<file path="src/sv/lerq_pkg.sv">
// Package for the LOOK request queue: sizes, opcodes and shared types.
// No dependencies; every other file but lerq_ram uses it by scoped names.
package lerq_pkg;

    localparam int QUEUE_DEPTH = 32;
    localparam int IDX_W       = $clog2(QUEUE_DEPTH);
    localparam int CNT_W       = $clog2(QUEUE_DEPTH + 1);
    localparam int SUM_W       = CNT_W + 1;
    localparam int TRK_W       = 16;
    localparam int TAG_W       = 16;
    localparam int ENT_W       = TRK_W + TAG_W;
    localparam int PCNT_W      = 6;

    localparam logic KIND_INSERT = 1'b0;
    localparam logic KIND_REMOVE = 1'b1;

    typedef enum logic [5:0] {
        ST_IDLE  = 6'b000001,
        ST_SCAN  = 6'b000010,
        ST_SH_RD = 6'b000100,
        ST_SH_WR = 6'b001000,
        ST_RM_RD = 6'b010000,
        ST_DONE  = 6'b100000
    } t_state;

    typedef struct packed {
        logic              queue_empty;
        logic [TRK_W-1:0]  head_track;
        logic [TAG_W-1:0]  head_tag;
        logic [PCNT_W-1:0] pending_count;
        logic              dropped;
    } t_result;

    // Physical slot of the entry n places behind the head of the ring.
    function automatic logic [IDX_W-1:0] phys(input logic [IDX_W-1:0] h,
                                              input logic [CNT_W-1:0] n);
        logic [SUM_W-1:0] s;
        s = SUM_W'(h) + SUM_W'(n);
        if (s >= SUM_W'(QUEUE_DEPTH)) begin
            s = s - SUM_W'(QUEUE_DEPTH);
        end
        return s[IDX_W-1:0];
    endfunction

endpackage

</file>
<file path="src/sv/lerq_if.sv">
// Valid/ready channel interfaces for requests and results.
// Depends on lerq_pkg for field widths.
interface lerq_in_if;
    logic                       valid;
    logic                       ready;
    logic                       kind;
    logic [lerq_pkg::TRK_W-1:0] new_track;
    logic [lerq_pkg::TAG_W-1:0] request_tag;
    modport source (output valid, kind, new_track, request_tag, input ready);
    modport sink   (input valid, kind, new_track, request_tag, output ready);
endinterface

interface lerq_out_if;
    logic                        valid;
    logic                        ready;
    logic                        queue_empty;
    logic [lerq_pkg::TRK_W-1:0]  head_track;
    logic [lerq_pkg::TAG_W-1:0]  head_tag;
    logic [lerq_pkg::PCNT_W-1:0] pending_count;
    logic                        dropped;
    modport source (output valid, queue_empty, head_track, head_tag, pending_count,
                    dropped, input ready);
    modport sink   (input valid, queue_empty, head_track, head_tag, pending_count,
                    dropped, output ready);
endinterface

</file>
<file path="src/sv/lerq_ram.sv">
// Generic simple dual-port RAM, one write and one registered read port.
// No dependencies.
module lerq_ram #(
    parameter int WIDTH = 32,
    parameter int DEPTH = 32
) (
    input  logic                     i_clk,
    input  logic                     i_we,
    input  logic [$clog2(DEPTH)-1:0] i_waddr,
    input  logic [WIDTH-1:0]         i_wdata,
    input  logic [$clog2(DEPTH)-1:0] i_raddr,
    output logic [WIDTH-1:0]         o_rdata
);
    logic [WIDTH-1:0] r_mem [DEPTH];
    logic [WIDTH-1:0] r_rdata;

    always_ff @(posedge i_clk) begin
        if (i_we) begin
            r_mem[i_waddr] <= i_wdata;
        end
        r_rdata <= r_mem[i_raddr];
    end

    assign o_rdata = r_rdata;
endmodule

</file>
<file path="src/sv/lerq_ctrl.sv">
// Queue sequencer: LOOK anchor walk, tail-to-anchor shift and head removal
// over a ring held in lerq_ram. Depends on lerq_pkg and lerq_ram.
module lerq_ctrl (
    input  logic                        i_clk,
    input  logic                        i_rst_n,
    input  logic                        i_in_valid,
    output logic                        o_in_ready,
    input  logic                        i_kind,
    input  logic [lerq_pkg::TRK_W-1:0]  i_track,
    input  logic [lerq_pkg::TAG_W-1:0]  i_tag,
    input  logic                        i_slot_free,
    output logic                        o_res_valid,
    output lerq_pkg::t_result           o_res
);
    lerq_pkg::t_state r_state, n_state;
    logic [lerq_pkg::CNT_W-1:0] r_count, n_count, r_i, n_i, r_pos, n_pos, r_k, n_k;
    logic [lerq_pkg::IDX_W-1:0] r_head, n_head;
    logic [lerq_pkg::TRK_W-1:0] r_head_trk, n_head_trk, r_x, n_x, r_cur, n_cur;
    logic [lerq_pkg::TAG_W-1:0] r_head_tag, n_head_tag, r_tag, n_tag;
    logic r_up, n_up, r_anch, n_anch, r_drop, n_drop;

    logic                       we;
    logic [lerq_pkg::IDX_W-1:0] waddr, raddr;
    logic [lerq_pkg::ENT_W-1:0] wdata, rdata;
    logic [lerq_pkg::TRK_W-1:0] nxt;
    logic [lerq_pkg::CNT_W-1:0] i1;
    logic                       up_n, hit;
    logic [lerq_pkg::CNT_W+lerq_pkg::PCNT_W-1:0] cnt_ext;

    lerq_ram #(.WIDTH(lerq_pkg::ENT_W), .DEPTH(lerq_pkg::QUEUE_DEPTH)) u_ram (
        .i_clk   (i_clk),
        .i_we    (we),
        .i_waddr (waddr),
        .i_wdata (wdata),
        .i_raddr (raddr),
        .o_rdata (rdata)
    );

    assign nxt  = rdata[lerq_pkg::ENT_W-1:lerq_pkg::TAG_W];
    assign i1   = r_i + lerq_pkg::CNT_W'(1);
    assign up_n = r_up && !(r_x < r_cur);
    assign hit  = (r_cur == r_x) ||
                  (up_n ? ((r_x <= nxt) || (nxt < r_head_trk))
                        : ((r_x <= r_cur) && (r_x >= nxt)));

    always_comb begin
        n_state = r_state;  n_count = r_count;  n_head = r_head;
        n_head_trk = r_head_trk;  n_head_tag = r_head_tag;
        n_x = r_x;  n_tag = r_tag;  n_i = r_i;  n_cur = r_cur;
        n_up = r_up;  n_anch = r_anch;  n_pos = r_pos;  n_k = r_k;  n_drop = r_drop;
        we = 1'b0;
        waddr = lerq_pkg::phys(r_head, r_k);
        wdata = rdata;
        raddr = lerq_pkg::phys(r_head, r_i + lerq_pkg::CNT_W'(2));
        o_in_ready  = 1'b0;
        o_res_valid = 1'b0;
        case (r_state)
            lerq_pkg::ST_IDLE: begin
                o_in_ready = 1'b1;
                if (i_in_valid) begin
                    n_drop = 1'b0;
                    if (i_kind == lerq_pkg::KIND_INSERT) begin
                        n_x   = i_track;
                        n_tag = i_tag;
                        if (r_count == lerq_pkg::CNT_W'(lerq_pkg::QUEUE_DEPTH)) begin
                            n_drop  = 1'b1;
                            n_state = lerq_pkg::ST_DONE;
                        end else if (r_count >= lerq_pkg::CNT_W'(2)) begin
                            raddr   = lerq_pkg::phys(r_head, lerq_pkg::CNT_W'(1));
                            n_i     = '0;
                            n_cur   = r_head_trk;
                            n_up    = 1'b1;
                            n_anch  = 1'b0;
                            n_state = lerq_pkg::ST_SCAN;
                        end else begin
                            n_pos   = r_count;
                            n_k     = r_count;
                            n_state = lerq_pkg::ST_SH_RD;
                        end
                    end else if (r_count == '0) begin
                        n_state = lerq_pkg::ST_DONE;
                    end else begin
                        // advance the ring head and fetch the new head entry
                        n_head  = lerq_pkg::phys(r_head, lerq_pkg::CNT_W'(1));
                        n_count = r_count - lerq_pkg::CNT_W'(1);
                        raddr   = lerq_pkg::phys(r_head, lerq_pkg::CNT_W'(1));
                        n_state = lerq_pkg::ST_RM_RD;
                    end
                end
            end
            lerq_pkg::ST_SCAN: begin
                // nxt holds the entry after r_i; the read one further on is in flight
                n_k = r_count;
                if (r_anch) begin
                    if ((i1 < r_count) && (nxt == r_x)) begin
                        n_i = i1;
                    end else begin
                        n_pos   = i1;
                        n_state = lerq_pkg::ST_SH_RD;
                    end
                end else if (i1 >= r_count) begin
                    n_pos   = r_count;
                    n_state = lerq_pkg::ST_SH_RD;
                end else if (hit) begin
                    if (nxt == r_x) begin
                        n_anch = 1'b1;
                        n_i    = i1;
                    end else begin
                        n_pos   = i1;
                        n_state = lerq_pkg::ST_SH_RD;
                    end
                end else begin
                    n_up  = up_n;
                    n_cur = nxt;
                    n_i   = i1;
                end
            end
            lerq_pkg::ST_SH_RD: begin
                if (r_k > r_pos) begin
                    raddr   = lerq_pkg::phys(r_head, r_k - lerq_pkg::CNT_W'(1));
                    n_state = lerq_pkg::ST_SH_WR;
                end else begin
                    we      = 1'b1;
                    waddr   = lerq_pkg::phys(r_head, r_pos);
                    wdata   = {r_x, r_tag};
                    n_count = r_count + lerq_pkg::CNT_W'(1);
                    if (r_pos == '0) begin
                        n_head_trk = r_x;
                        n_head_tag = r_tag;
                    end
                    n_state = lerq_pkg::ST_DONE;
                end
            end
            lerq_pkg::ST_SH_WR: begin
                we      = 1'b1;
                n_k     = r_k - lerq_pkg::CNT_W'(1);
                n_state = lerq_pkg::ST_SH_RD;
            end
            lerq_pkg::ST_RM_RD: begin
                n_head_trk = nxt;
                n_head_tag = rdata[lerq_pkg::TAG_W-1:0];
                n_state    = lerq_pkg::ST_DONE;
            end
            lerq_pkg::ST_DONE: begin
                if (i_slot_free) begin
                    o_res_valid = 1'b1;
                    n_state     = lerq_pkg::ST_IDLE;
                end
            end
            default: n_state = lerq_pkg::ST_IDLE;
        endcase
    end

    assign cnt_ext = {{lerq_pkg::PCNT_W{1'b0}}, r_count};
    always_comb begin
        o_res.queue_empty   = (r_count == '0);
        o_res.head_track    = (r_count == '0) ? '0 : r_head_trk;
        o_res.head_tag      = (r_count == '0) ? '0 : r_head_tag;
        o_res.pending_count = cnt_ext[lerq_pkg::PCNT_W-1:0];
        o_res.dropped       = r_drop;
    end

    always_ff @(posedge i_clk) begin
        if (!i_rst_n) begin
            r_state <= lerq_pkg::ST_IDLE;
            r_count <= '0;
            r_head  <= '0;
            r_drop  <= 1'b0;
        end else begin
            r_state <= n_state;
            r_count <= n_count;
            r_head  <= n_head;
            r_drop  <= n_drop;
        end
    end

    always_ff @(posedge i_clk) begin
        r_head_trk <= n_head_trk;  r_head_tag <= n_head_tag;
        r_x <= n_x;  r_tag <= n_tag;  r_i <= n_i;  r_cur <= n_cur;
        r_up <= n_up;  r_anch <= n_anch;  r_pos <= n_pos;  r_k <= n_k;
    end
endmodule

</file>
<file path="src/sv/look_elevator_request_queue_unit.sv">
// Channel    | Dir | Payload
// i_req      | in  | kind, new_track, request_tag
// o_rsp      | out | queue_empty, head_track, head_tag, pending_count, dropped
//
// One request at a time. Insert walks the queued entries from the head, then moves every
// entry behind its slot back by one place, all bound by the single RAM read port.
// Reset clears state, count, head pointer, drop flag and result valid only.
// The result register frees the sequencer; a stalled result holds the next one in DONE.
// Depends on lerq_pkg, lerq_if, lerq_ctrl.
module look_elevator_request_queue_unit (
    input  logic        i_clk,
    input  logic        i_rst_n,
    lerq_in_if.sink     i_req,
    lerq_out_if.source  o_rsp
);
    logic              res_valid, slot_free, r_valid;
    lerq_pkg::t_result res, r_res;

    assign slot_free = !r_valid || o_rsp.ready;

    lerq_ctrl u_ctrl (
        .i_clk       (i_clk),
        .i_rst_n     (i_rst_n),
        .i_in_valid  (i_req.valid),
        .o_in_ready  (i_req.ready),
        .i_kind      (i_req.kind),
        .i_track     (i_req.new_track),
        .i_tag       (i_req.request_tag),
        .i_slot_free (slot_free),
        .o_res_valid (res_valid),
        .o_res       (res)
    );

    always_ff @(posedge i_clk) begin
        if (!i_rst_n) begin
            r_valid <= 1'b0;
        end else if (res_valid) begin
            r_valid <= 1'b1;
        end else if (o_rsp.ready) begin
            r_valid <= 1'b0;
        end
    end

    // hold payload until transfer
    always_ff @(posedge i_clk) begin
        if (res_valid) begin
            r_res <= res;
        end
    end

    assign o_rsp.valid         = r_valid;
    assign o_rsp.queue_empty   = r_res.queue_empty;
    assign o_rsp.head_track    = r_res.head_track;
    assign o_rsp.head_tag      = r_res.head_tag;
    assign o_rsp.pending_count = r_res.pending_count;
    assign o_rsp.dropped       = r_res.dropped;
endmodule

</file>
<file path="src/flat_wrapper.sv">
// flat-port wrapper written by rule: the top's interface ports become plain ports
module look_elevator_request_queue_unit_flat 
  (i_clk, i_rst_n, i_req_valid, i_req_kind, i_req_new_track, i_req_request_tag, i_req_ready, o_rsp_valid, o_rsp_queue_empty, o_rsp_head_track, o_rsp_head_tag, o_rsp_pending_count, o_rsp_dropped, o_rsp_ready);
  lerq_in_if i_req_i ();
  lerq_out_if o_rsp_i ();
  input  logic i_clk;
  input  logic i_rst_n;
  input wire logic [$bits(i_req_i.valid)-1:0] i_req_valid;
  input wire logic [$bits(i_req_i.kind)-1:0] i_req_kind;
  input wire logic [$bits(i_req_i.new_track)-1:0] i_req_new_track;
  input wire logic [$bits(i_req_i.request_tag)-1:0] i_req_request_tag;
  output wire logic [$bits(i_req_i.ready)-1:0] i_req_ready;
  output wire logic [$bits(o_rsp_i.valid)-1:0] o_rsp_valid;
  output wire logic [$bits(o_rsp_i.queue_empty)-1:0] o_rsp_queue_empty;
  output wire logic [$bits(o_rsp_i.head_track)-1:0] o_rsp_head_track;
  output wire logic [$bits(o_rsp_i.head_tag)-1:0] o_rsp_head_tag;
  output wire logic [$bits(o_rsp_i.pending_count)-1:0] o_rsp_pending_count;
  output wire logic [$bits(o_rsp_i.dropped)-1:0] o_rsp_dropped;
  input wire logic [$bits(o_rsp_i.ready)-1:0] o_rsp_ready;
  assign i_req_i.valid = i_req_valid;
  assign i_req_i.kind = i_req_kind;
  assign i_req_i.new_track = i_req_new_track;
  assign i_req_i.request_tag = i_req_request_tag;
  assign i_req_ready = i_req_i.ready;
  assign o_rsp_valid = o_rsp_i.valid;
  assign o_rsp_queue_empty = o_rsp_i.queue_empty;
  assign o_rsp_head_track = o_rsp_i.head_track;
  assign o_rsp_head_tag = o_rsp_i.head_tag;
  assign o_rsp_pending_count = o_rsp_i.pending_count;
  assign o_rsp_dropped = o_rsp_i.dropped;
  assign o_rsp_i.ready = o_rsp_ready;
  look_elevator_request_queue_unit u_core (.i_clk(i_clk), .i_rst_n(i_rst_n), .i_req(i_req_i), .o_rsp(o_rsp_i));
endmodule
</file>
<file path="config.mk">
export PLATFORM = sky130hd
export DESIGN_NAME = look_elevator_request_queue_unit_flat
export DESIGN_NICKNAME = d
export VERILOG_FILES = /design/src/sv/lerq_pkg.sv /design/src/sv/lerq_if.sv /design/src/sv/lerq_ram.sv /design/src/sv/lerq_ctrl.sv /design/src/sv/look_elevator_request_queue_unit.sv /design/src/flat_wrapper.sv
export SDC_FILE = /design/constraint.sdc
export NUM_CORES = 1
export LEC_CHECK = 0
export BUFFER_PORTS_ARGS = -buffer_cell sky130_fd_sc_hd__buf_2
export CAP_MARGIN = 20
export CORE_MARGIN = 2
export CORE_UTILIZATION = 45
export CTS_BUF_LIST = sky130_fd_sc_hd__clkbuf_8
export CTS_CLUSTER_DIAMETER = 150
export DETAILED_ROUTE_END_ITERATION = 8
export PLACE_DENSITY = 0.69
export SKIP_LAST_GASP = 1
export SYNTH_ARGS = -nofsm -noshare
export SYNTH_HDL_FRONTEND = slang
export SYNTH_SLANG_ARGS = --single-unit
</file>
<file path="constraint.sdc">
create_clock -name i_clk -period 6.1 [get_ports i_clk]
set_clock_uncertainty 0.1 [all_clocks]
set_input_delay 1.83 -clock i_clk [delete_from_list [all_inputs] [get_ports i_clk]]
set_output_delay 1.83 -clock i_clk [all_outputs]
set_load 0.01 [all_outputs]
</file>
==> results.md <==
* Clock tree root buffer cell: clkbuf_8
* Peak VDD IR at about 0.73 mV
* Static power due to leakage at 19.1 nW
* Number of max-cap violations at 0
* Fill cell count at 8506
* Max-slew headroom at 27.2%
* Non-filler cells in the finished layout at ~4800
* Clk_lat worst skew at 0.87 ns
* Effective utilization at floorplan at 45.5%
* Source of the worst register-to-register timing path: u_core.u_ctrl.r_head[0]
* Area of the die at 0.111 mm2
* TritonCTS buffer count at 186
* Highest metal used: met5
* Post-Place Setup Slack at between 0.6 and 0.7 ns
* Setup TNS after final layout at 0 ns
* Endpoint of the worst register-to-register path: u_core.u_ctrl.u_ram.o_rdata[19]
* Vias at around 27000
* Synth async-reset ratio at 0%
* Final design utilization at 52.0%
* Setup repair after global routing missed its margin: false
* Routability Congestion at about 0.82
* CTS sink count at 1215
* Max FO, Critical Path at 45
* Routed wire length on met3 at 12400 um
* Most used flip-flop cell after synthesis: edfxtp_1
* Synthesis Warnings at 0
* GR Util All Layers at a little over a fifth
* Area Growth Syn to Fin at 14.2%
* Data arrival time at the worst-slack endpoint at between 5 and 6 ns
* Number of nets still failing antenna checks after routing at 0
* Post-DP HPWL at 67500 um
* Count of buffers from port buffering at 78
* DRC violation count after routing at 0
* Post-cts hold buffer count at 0
* Crit Path Category: register to register
* Number of top-level design ports at roughly 80
* Die extent in y at 334 um
* Max stage delay cell, worst path: a21o_4
* DR vias/cell at 5.76
* First DRT Iteration DRCs at 2935
* Clock transition at the register clock pins on the worst setup and hold paths after CTS at 0.06 ns
* Hold path endpoint: u_core.o_rsp.dropped
* Power density over the cells at around 560 mW/mm2
* Final-layout worst hold slack at 0.335 ns
* CTS tree: yes
* Number of antenna violations at the first check in global routing at 4
* Post-synth EDFFs at 1164
* Flip-flop and latch count after synthesis at 1215
* Number of cells on the worst hold path at 0
* Largest net degree at the start of global routing at 51
* Cell chain of the critical path: ha_1, inv_1, fa_1, xnor2_1, nor3b_1, a41oi_1, o22ai_1, a21o_4, buf_4, mux4_2, nor2b_1, nor3_1, nand3_1
* Worst min-delay path startpoint: u_core.u_ctrl.r_drop
* Core Area at 0.107 mm2
* Inst Count DP at approximately 4400
* Max-slew violations at 0
* Setup slack after layout at 1.41 ns
* Maximum clock frequency at 213 MHz
* Class of the worst hold path: register to register
* Worst-margin pin slew at 1.09 ns
* Wire length of the first global-routing pass at approximately 170000 um
* Outcome: complete, no violations
* Resized Gates After CTS at 0
* Post-synthesis cell type count at 67
* Final hold viol count at 0
* Final critical delay including setup and external delays at 4.69 ns
* Startpoint type of the worst setup path: register
* Reg2reg path depth at 13
* Horizontal die dimension at roughly 330 um
* # H-tree levels at 4
* Total global routing overflow at 0
* Critical path capture point type: register
* Crit-path max cell delay at 0.74 ns
* Post-CTS setup buffer count at 0
* Gate count of the mapped netlist at 2930
* Routed wl met2 at between 50000 and 60000 um
* WL per Instance at between 20 and 30 um
* Sequential area share after synthesis at 73.6%
* # rows at 120
* Clk buf depth at 3
* Net count after synthesis at 3055
* Minimum setup slack among reg-to-reg paths at roughly 1.4 ns
* Share of the clock period used by the worst path at 76.8%
* Avg Cell Area, Syn at about 17 um2
* Final Routed Wirelength at about 120000 um
* Count of nets after finishing at 3319
* First-pass detailed-route iteration total at 6
* Vias in the first global route at 26800
* WL met1 at 49700 um
* Required arrival time at the worst endpoint at 6.70 ns
* Post-synthesis instance area at between 0.04 and 0.05 mm2
* Fraction of final layout cells sized beyond drive strength 1 at between 20% and 30%
* Setup violations, final at 0
critical path, delay by kind of cell (launching register included):
kind / cells / cell delay, ns
AO/OA/AOI/OAI: 3 / 1.18
XOR/XNOR: 1 / 0.42
adder cells (fa/ha/maj): 2 / 0.65
buffers and inverters: 2 / 0.42
flip-flops: 1 / 0.55
multiplexers: 1 / 0.33
AND/OR/NAND/NOR: 4 / 0.85
cell usage after synthesis, drive strengths merged (3+ instances only):
cell type     n  share of area [%]
a22o         32               0.57
a21o         27               0.41
nand3b        6              0.092
o31ai         4              0.061
inv          81               0.62
xor2         14               0.25
nor2         55               0.42
nor3b         3              0.046
a21boi        4              0.061
dfxtp        51                2.1
nor2b       103                1.3
and3          8               0.10
nor4          7               0.10
nand2       395                3.0
mux2         19               0.44
xnor2        22               0.39
nand4        47               0.60
a21oi        76               0.80
edfxtp     1164                 72
o21a          9               0.14
buf          68               0.80
fa            5               0.20
and2         26               0.33
o21ai        71               0.73
ha           83                2.1
or3           5              0.064
a211oi        4              0.061
a31oi        35               0.45
mux4        190                8.8
clkbuf       67               0.51
a211o         4              0.072
nor3         73               0.75
nand3       137                1.4
mux2i         4              0.082
through the flow:
| stage | area, um2 | total power [mW] |
|---|---|---|
| 2_1_floorplan | 48900 | 20.3 |
| 3_3_place_gp | 51700 | 24.2 |
| 3_5_place_dp | 51800 | 24.5 |
| 4_1_cts | 55600 | 31.3 |
| 5_1_grt | 55800 | 32.9 |
| 6_report | 55800 | 31.3 |
routing by layer:
| layer | vias up | track usage [%] |
|---|---|---|
| met4 | 2 | 6.47 |
| met2 | 1437 | 32.9 |
| met5 | - | 0 |
| met1 | 13900 | 30.6 |
| met3 | 209 | 4.98 |
| li1 | 11900 | - |
state kept, by name (all words and copies together) (netlist names), 16 cells and up:
name and count:
u_core.u_ctrl.r_head_trk 16, u_core.o_rsp.head_tag 16, u_core.u_ctrl.u_ram.r_mem 1024, u_core.o_rsp.head_track 16
u_core.u_ctrl.u_ram.o_rdata 32, u_core.u_ctrl.r_tag 16, u_core.u_ctrl.r_cur 16, u_core.u_ctrl.r_x 16
u_core.u_ctrl.r_head_tag 16
cells in the final DEF, fill, tap and decap left out, drive strengths merged, types with 3 or more instances in the layout:
cell / instances
edfxtp: 1164
nand2: 395
buf: 210
clkbuf: 201
mux4: 190
inv: 147
nand3: 137
nor2b: 103
ha: 83
a21oi: 76
nor3: 73
o21ai: 71
clkinv: 64
nor2: 55
dfxtp: 51
nand4: 47
a31oi: 35
a22o: 32
a21o: 27
and2: 26
xnor2: 22
mux2: 19
xor2: 14
bufinv: 14
o21a: 9
and3: 8
nor4: 7
nand3b: 6
clkinvlp: 6
fa: 5
or3: 5
diode: 4
a211oi: 4
a211o: 4
mux2i: 4
a21boi: 4
o31ai: 4
nor3b: 3
worst max path at each step:
stage	start	to	slack, ns	cells past startpoint
after global routing	u_core.u_ctrl.r_head[1]	u_core.u_ctrl.u_ram.o_rdata[19]	1.21	12
after CTS	u_core.u_ctrl.r_head[1]	u_core.u_ctrl.u_ram.o_rdata[19]	1.40	12
after global placement	i_req_kind	u_core.u_ctrl.u_ram.o_rdata[14]	0.72	12
final	u_core.u_ctrl.r_head[0]	u_core.u_ctrl.u_ram.o_rdata[19]	1.41	13
after detailed placement	i_req_kind	u_core.u_ctrl.u_ram.o_rdata[19]	0.68	11
after floorplan	u_core.u_ctrl.r_k[1]	u_core.u_ctrl.r_head_tag[0]	0.13	8
cell families after synthesis:
kind of cell	after synthesis	share of synthesized area, %
adder cells (fa/ha/maj)	89	2.35
flip-flops	1215	73.6
buffers and inverters	217	1.95
AND/OR/NAND/NOR	877	8.47
XOR/XNOR	37	0.691
AO/OA/AOI/OAI	282	3.66
multiplexers	213	9.28
cell type report:
cell class	instances	area (um2)	share of cell area, %
flip-flops and latches	1215	36000	64.5
multi-input cells	1498	12200	21.9
clock buffers	200	2750	4.93
well taps	1403	1760	3.15
repair buffers	211	1680	3.00
clock inverters	149	1080	1.94
inverters	82	308	0.552
diodes	4	10.0	0.0179
power breakdown:
group	internal, mW	switching, mW	total (mW)	leakage [nW]
Combinational	5.31	7.93	13.2	6.02
Sequential	10.8	0.378	11.2	10.9
Clock	3.66	3.18	6.84	2.17
Total	19.8	11.5	31.3	19.1
Power figures use the tool's default switching activity.
